**src/rtl/cei_ram.sv**
```systemverilog
`default_nettype none

module cei_ram #(
    parameter int WIDTH = 128,
    parameter int DEPTH = 8
) (
    input  wire logic                     clk,
    input  wire logic                     we,
    input  wire logic [$clog2(DEPTH)-1:0] waddr,
    input  wire logic [WIDTH-1:0]         wdata,
    input  wire logic [$clog2(DEPTH)-1:0] raddr,
    output logic      [WIDTH-1:0]         rdata
);

    logic [WIDTH-1:0] mem [DEPTH];
    logic [WIDTH-1:0] rdata_reg;

    always_ff @(posedge clk)
    begin
        if (we)
        begin
            mem[waddr] <= wdata;
        end
        rdata_reg <= mem[raddr];
    end

    assign rdata = rdata_reg;

endmodule

`default_nettype wire

```
**config.mk**
```make
export PLATFORM = sky130hd
export DESIGN_NAME = cei_ram
export DESIGN_NICKNAME = d
export VERILOG_FILES = /design/src/rtl/cei_ram.sv
export SDC_FILE = /design/constraint.sdc
export NUM_CORES = 1
export LEC_CHECK = 0
export BUFFER_PORTS_ARGS = -buffer_cell sky130_fd_sc_hd__buf_2
export CELL_PAD_IN_SITES_DETAIL_PLACEMENT = 0
export CELL_PAD_IN_SITES_GLOBAL_PLACEMENT = 1
export CORE_ASPECT_RATIO = 1.2
export CORE_MARGIN = 2
export CORE_UTILIZATION = 60
export CTS_BUF_LIST = sky130_fd_sc_hd__clkbuf_8
export DETAILED_ROUTE_END_ITERATION = 12
export GPL_ROUTABILITY_DRIVEN = 0
export PLACE_DENSITY = 0.86
export SYNTH_ARGS = -nofsm -noshare
export SYNTH_HDL_FRONTEND = slang
export SYNTH_SLANG_ARGS = --single-unit
```
**constraint.sdc**
```tcl
create_clock -name clk -period 24.4 [get_ports clk]
set_clock_uncertainty 0.2 [all_clocks]
set_input_delay 2.44 -clock clk [delete_from_list [all_inputs] [get_ports clk]]
set_output_delay 2.44 -clock clk [all_outputs]
set_load 0.02 [all_outputs]
```
== Word-level counts from Yosys, hierarchy flattened ==
Memory sizes are Yosys's and may differ from the RTL's. A register that Yosys moved wholly into a read port is not among the register bits.
Index checks and enable logic that the tools add are counted.

* Register bits: 0
* Input port bits: 136
* Logic and storage cells: 3
* Memory bits (writable): 1024
* Output and inout bits: 128
* Memories: 1

* Muxes and demuxes: 2

{| class="wikitable"
|+ Memories
! name !! words !! width !! read ports !! clocked after Yosys merged registers in !! wr ports !! line !! source
|-
| mem || 8 || 128 || 1 || 1 || 1 || 15 || <nowiki>logic [WIDTH-1:0] mem [DEPTH];</nowiki>
|}

{| class="wikitable"
|+ Operator list
! cell !! number
|-
| two-way mux 1 bit || 2
|}

== Depth between registers and ports, before layout ==
Gate-level depths: netlist of the first run.

* Depth in word-level cells: 2
* Gate-level depth with buffers: 5
* Mapped depth without buffers: 2

== Worst setup path before layout of the first run ==
OpenSTA, ideal clock, no wires.

* Path type: input -> register
* From: input port waddr[0]
* To: memory mem[0][0] (enable)
* Data arrival time: 11.274 ns
* Stages on the path: 1
* Slack: 12.152 ns
* Cell sequence: nor3_1

{| class="wikitable"
|+ RTL lines
! item !! line !! source
|-
| from (decl) || 9 || <nowiki>input wire logic [$clog2(DEPTH)-1:0] waddr,</nowiki>
|-
| to (decl) || 15 ||
|}

No word-level cell before the write port.

==> flow_summary_export.csv, run 1 <==
group,metric,value,unit
clock_network,cts_resized,0,
yosys,synth-xor-area-share,0,%
grt,antenna_found_initial,20,
timing,max_freq,197,MHz
timing,period_minus_slack,5.08,ns
yosys,synth_ff_type,"edfxtp_1",
yosys,synth.largest_area_cell,"edfxtp_1",
drt,wire_per_inst,25.0,um
yosys,synthTopCellsByCount,"edfxtp_1 (1024), mux4_2 (184), dfxtp_1 (128), mux2_2 (128), mux4_1 (72)",
grt,grt-ovfl-total,0,
floorplanning,io_pins,264,
status,outcome,"completed",
yosys,yosysWarnings,0,
timing,finalHoldViolCount,0,
placement,port_buffers,263,
floorplanning,initial_utilization,60.7,%
clock_network,cts_max_path_buffers,3,
drt,routed-wl-met3,5180,um
grt,grt_usage,22.2,%
clock_network,htree_num_levels,4,
placement,place_area,43600,um2
yosys,synth-seq-area-share,80.2,%
grt,grt_pass1_vias,19200,
yosys,synthCells,1620,
power,clkPwrFrac,36.7,%
drt,topRoutingLayerUsed,"met5",
yosys,synth_cell_types,18,
clock_network,cts.sinks,1152,
yosys,synth-compound-area-share,0,%
clock_network,ctsHoldBuffers,0,
drt,vias,17800,
yosys,synthAdderAreaFrac,0,%
clock_network,cts_root_buffer,"clkbuf_8",
finish,largest_register_ffs,1024,
power,powerDensity,83.5,nW/um2
run,cap_viol_max_count,0,
drt,drtPass1Iterations,7,
power,switching_share,21.7,%
drt,ant_nets,0,
drt,wl_met2,39600,um
clock_network,cts_buffers,170,
yosys,yosysTopAreaCellShare,74.0,%
critical_path,critPathMaxFanout,75,
timing,setup_viol,0,
floorplanning,rows,105,
drt,vias_per_cell,5.81,
power,p_int,3.06,mW
finish,fin_area,46800,um2
timing,fin_setup_tns,0,ns
grt,grt_pass1_wl,116000,um
floorplanning,die_w,244,um
yosys,synthesis.nets,1756,
clock_network,cts_tree,"yes",
critical_path,cp-start-kind,"primary input",
finish,fillCellCount,4179,
power,pwr-share-seq,57.5,%
timing,relSlewSlack,15.0,%
yosys,syn_avg_cell_area,25.7,um2
critical_path,crit_type,"in2reg",
min_path,hp-class,"reg2reg",
yosys,yosys.area_share.simple,0.142,%
finish,finalNonFillerCells,3065,
yosys,yosys_register_bits,1152,
yosys,synth_top_family_by_area,"multiplexers",
drt,wirelength,76600,um
power,power_frac_comb,5.8,%
power,ir_drop,0.0751,mV
yosys,yosysMostFrequentCell,"edfxtp_1",
yosys,synth_area_leaders,"edfxtp_1 (74%), mux4_2 (10%), dfxtp_1 (6.2%), mux4_1 (4.6%), mux2_2 (3.5%)",
drt,dr.first_iter.drc_count,1067,
clock_network,post_cts_buffers,0,
drt,wl_met1,29900,um
finish,area_delta_synth_final,12.7,%
drt,drc,0,
floorplanning,die_y,292,um
clock_network,clkSlewWorstSetupHoldPaths,0.07,ns
clock_network,clk_latency,0.80,ns
yosys,async_flop_share,0,%
finish,drive_gt1_share,38.0,%
critical_path,cp-end-kind,"flop",
timing,maxSlewViolCount,0,
timing,worstMarginPinSlew,1.27,ns
power,p_leak,15.9,nW
yosys,muxShareOfSynthArea,18.0,%
critical_path,required,24.89,ns
yosys,synth_edf_count,1024,
grt,grt_max_degree,129,
timing,rsz0062_at_grt,"no",
timing,fin_crit_sh,20.8,%
floorplanning,die_area,71400,um2
placement,hpwl,37300,um
floorplanning,core,68400,um2
power,p_switching,0.849,mW
finish,fin_nets,2136,
yosys,synth_area,41600,um2
placement,dp_cells,2737,
power,power,3.91,mW
critical_path,critPathArrivalTime,5.56,ns
finish,seq_area,33300,um2
finish,multi_input_area,7590,um2
-- metal layers --
layer	up-vias	track usage [%]
li1	7743	-
met4	22	8.27
met3	126	5.71
met5	-	0
met2	570	37.6
met1	9354	28.0
-- critical path: stages --
cell and delay (ns):
buf_8 0.62, buf_4 0.67, buf_4 0.80, mux4_1 0.65, mux2_2 0.27
-- cell families (layout without fill, tap and decap cells) --
family / after synthesis / after routing
buffers and inverters: 71 / 596
flip-flops: 1152 / 1152
multiplexers: 384 / 384
other: 0 / 11
AND/OR/NAND/NOR: 13 / 13
-- cell type report --
| cell class | count | share of cell area, % |
|---|---|---|
| clock buffers | 183 | 5.38 |
| clock inverters | 134 | 1.49 |
| diodes | 11 | 0.0588 |
| well taps | 909 | 2.43 |
| repair buffers | 279 | 3.34 |
| flip-flops and latches | 1152 | 71.1 |
| multi-input cells | 397 | 16.2 |
-- cells in the final DEF, fill, tap and decap left out --
cell        count
buf_12          8
buf_2         260
buf_4           8
buf_6           1
buf_8           2
bufinv_16       4
clkbuf_8      183
clkinv_1       20
clkinv_2       18
clkinvlp_4      5
dfxtp_1       128
diode_2        11
edfxtp_1     1024
inv_1          80
inv_6           1
inv_8           6
mux2_2        128
mux4_1         72
mux4_2        184
nand2_1         2
nand2b_1        3
nor2_4          6
nor3_2          2
-- path summary, 6_finish.rpt --
| kind | from | end | slack [ns] | depth (start not counted) |
|---|---|---|---|---|
| worst max-delay path | raddr[0] | rdata[95]$_DFF_P_ | 19.32 | 5 |
| worst min-delay path | mem[6][0]$_DFFE_PP_ | rdata[0]$_DFF_P_ | 0.45 | 2 |
| worst max register to register | mem[3][110]$_DFFE_PP_ | rdata[110]$_DFF_P_ | 22.90 | 2 |
| worst min register to register | mem[6][0]$_DFFE_PP_ | rdata[0]$_DFF_P_ | 0.45 | 2 |
-- power by group through the flow --
stage	sequential [mW]	clock, mW	combinational (mW)
finish	2.25	1.44	0.225
CTS	2.25	1.48	0.230
detailed placement	2.29	0	0.230
global route	2.26	1.56	0.242
global placement	2.29	0	0.224
floorplan	2.32	0	0.118
-- metrics by stage --
step	hold WS (ns)	setup WS (ns)	utilization, %
after floorplan	0.441	12.15	-
after global placement	0.450	18.46	63.7
after detailed placement	0.459	18.39	63.7
after CTS	0.462	19.26	68.4
after global routing	0.480	19.08	68.4
final	0.453	19.32	68.4
(Power assumes the default switching activity.)
==> inputs of run 2 (changes only) <==
--- a/config.mk
+++ b/config.mk
@@ -5,16 +5,17 @@
 export SDC_FILE = /design/constraint.sdc
 export NUM_CORES = 1
 export LEC_CHECK = 0
+export ABC_AREA = 1
 export BUFFER_PORTS_ARGS = -buffer_cell sky130_fd_sc_hd__buf_2
 export CELL_PAD_IN_SITES_DETAIL_PLACEMENT = 0
 export CELL_PAD_IN_SITES_GLOBAL_PLACEMENT = 1
 export CORE_ASPECT_RATIO = 1.2
 export CORE_MARGIN = 2
-export CORE_UTILIZATION = 60
+export CORE_UTILIZATION = 50
 export CTS_BUF_LIST = sky130_fd_sc_hd__clkbuf_8
 export DETAILED_ROUTE_END_ITERATION = 12
 export GPL_ROUTABILITY_DRIVEN = 0
-export PLACE_DENSITY = 0.86
+export PLACE_DENSITY = 0.81
 export SYNTH_ARGS = -nofsm -noshare
 export SYNTH_HDL_FRONTEND = slang
 export SYNTH_SLANG_ARGS = --single-unit
==> constraint.sdc (replaced) <==
create_clock -name clk -period 4.7 [get_ports clk]
set_clock_uncertainty 0.2 [all_clocks]
set_input_delay 0.47 -clock clk [delete_from_list [all_inputs] [get_ports clk]]
set_output_delay 0.47 -clock clk [all_outputs]
set_load 0.02 [all_outputs]
==> run 2 against run 1 <==
  * Worst setup slack got worse by 17 ns
  * Sequential cell count unchanged
  * Area after synthesis rose by 13%
  * Register-to-register slack lost 19 ns
  * Utilization fell by 10 points
  * Cell count is 110% higher
  * Sequential power rose to 5.2 times the previous value
==> flow_summary_export.csv, run 2 <==
group,metric,value,unit
grt,grt-ovfl-total,0,
floorplanning,die_w,284,um
yosys,synth_area_leaders,"edfxtp_1 (65%), nand2_1 (13%), inv_1 (8.2%), dfxtp_1 (5.4%), nand3_1 (5.4%)",
timing,fin_setup_tns,0,ns
critical_path,reg2regPathDepth,6,
grt,grt_max_degree,200,
min_path,min-delay-start,"raddr[1]",
timing,max_freq,445,MHz
drt,drc,0,
drt,drtPass1Iterations,6,
placement,port_buffers,263,
yosys,synthCells,4570,
floorplanning,core,93600,um2
yosys,synth_area,47100,um2
grt,antenna_found_initial,9,
floorplanning,io_pins,264,
min_path,worstHoldPathCells,5,
yosys,synth_cell_types,12,
drt,wire_per_inst,16.2,um
yosys,synth-compound-area-share,0,%
critical_path,r2r-start,"mem[4][19]$_DFFE_PP_",
finish,fin_area,54400,um2
clock_network,clk_latency,0.82,ns
critical_path,required,5.24,ns
critical_path,crit_type,"in2reg",
timing,rsz0062_at_grt,"no",
timing,fin_crit_sh,47.8,%
yosys,synth.largest_area_cell,"edfxtp_1",
yosys,synth_edf_count,1024,
timing,relSlewSlack,30.3,%
clock_network,clkSlewWorstSetupHoldPaths,0.06,ns
drt,ant_nets,0,
critical_path,cp-end-kind,"flop",
clock_network,cts.sinks,1152,
clock_network,cts_root_buffer,"clkbuf_8",
yosys,yosys_register_bits,1152,
critical_path,r2r_slack,3.58,ns
clock_network,cts_max_path_buffers,3,
grt,grt_pass1_wl,160000,um
power,ir_drop,0.267,mV
placement,place_area,49600,um2
yosys,muxShareOfSynthArea,0,%
critical_path,crit_path_start,"raddr[2]",
status,outcome,"completed",
finish,drive_gt1_share,10.6,%
floorplanning,die_y,340,um
critical_path,critPathArrivalTime,2.78,ns
finish,fin_nets,5115,
clock_network,cts_buffers,175,
finish,seq_area,33300,um2
finish,area_delta_synth_final,15.6,%
yosys,yosysTopAreaCellShare,65.3,%
timing,worstMarginPinSlew,1.04,ns
clock_network,cts_resized,0,
clock_network,htree_num_levels,4,
run,cap_viol_max_count,0,
yosys,synthAdderAreaFrac,0,%
timing,finalHoldViolCount,0,
yosys,synthTopCellsByCount,"nand2_1 (1670), inv_1 (1028), edfxtp_1 (1024)",
yosys,synth_ff_type,"edfxtp_1",
power,p_leak,25.3,nW
drt,wirelength,103000,um
finish,multi_input_area,8920,um2
floorplanning,initial_utilization,50.3,%
yosys,synth_top_family_by_area,"simple AND/OR/NAND/NOR gates",
power,powerDensity,391,nW/um2
floorplanning,die_area,96600,um2
timing,setup_viol,0,
yosys,synthesis.nets,4706,
finish,final_cell_mix,"nand2_1 (1670), inv_1 (1102), edfxtp_1 (1024)",
yosys,yosysWarnings,0,
yosys,synth-xor-area-share,0,%
yosys,synth-seq-area-share,70.8,%
finish,largest_register_ffs,1024,
finish,fin_util,58.1,%
finish,fillCellCount,7948,
min_path,hp-class,"in2reg",
yosys,syn_avg_cell_area,10.3,um2
grt,grt_pass1_vias,29100,
critical_path,cp-start-kind,"primary input",
placement,hpwl,50300,um
finish,mostFrequentLayoutCell,"nand2_1",
timing,period_minus_slack,2.25,ns
clock_network,post_cts_buffers,0,
drt,vias_per_cell,4.70,
yosys,async_flop_share,0,%
grt,grt_usage,21.5,%
yosys,yosys.area_share.simple,18.8,%
yosys,yosysMostFrequentCell,"nand2_1",
drt,vias,30000,
drt,dr.first_iter.drc_count,2010,
clock_network,ctsHoldBuffers,129,
floorplanning,rows,123,
timing,maxSlewViolCount,0,
clock_network,cts_tree,"yes",
critical_path,critPathMaxFanout,77,
[run 2: cell types whose count changed after synthesis, sizes merged, moves of 119 or more]
cell / change
nand3: +512
buf: +119
mux2: -128
mux4: -256
inv: +1030
nand2: +1668
[run 2: critical path: stages]
cell	delay (ns)
dlygate4sd3_1	0.56
buf_6	0.25
inv_6	0.73
buf_4	0.51
nand2_1	0.10
nand2_1	0.08
[run 2: routing by layer]
layer  wire, um  global-route usage [%]
met5         39                       0
met1      44300                    27.5
met4       2900                    7.45
met3       5090                    4.15
met2      50900                    36.8
[run 2: power breakdown]
group | switching [mW] | internal, mW | total, mW
Clock | 3.73 | 4.26 | 7.99
Sequential | 0.126 | 11.6 | 11.7
Combinational | 1.08 | 0.494 | 1.58
Total | 4.94 | 16.3 | 21.3
[run 2: layout make-up]
type	count	share of cell area [%]
Sequential cell	1152	61.2
Multi-Input combinational cell	2190	16.4
Inverter	1030	7.16
Timing Repair Buffer	430	5.89
Clock buffer	202	5.11
Tap cell	1250	2.87
Clock inverter	125	1.29
Antenna cell	9	0.0414
[run 2: per-stage QoR]
step	total power, mW	hold WS [ns]	std cells	setup slack, ns
detailed placement	13.4	0.411	5923	1.95
global placement	13.4	0.406	5923	1.95
global route	22.1	0.0637	6384	2.41
finish	21.3	0.0833	6388	2.45
CTS	21.5	0.00436	6379	2.49
floorplan	12.8	0.369	4570	-2.05
[run 2: cells by family (layout without fill, tap and decap cells)]
group | after synthesis | in the layout
buffers and inverters | 1228 | 1787
flip-flops | 1152 | 1152
other | 0 | 9
AND/OR/NAND/NOR | 2190 | 2190
[run 2: final timing paths]
path	end
setup / recovery	rdata[59]$_DFF_P_
hold / removal	rdata[1]$_DFF_P_
setup reg to reg	rdata[19]$_DFF_P_
hold reg to reg	rdata[75]$_DFF_P_
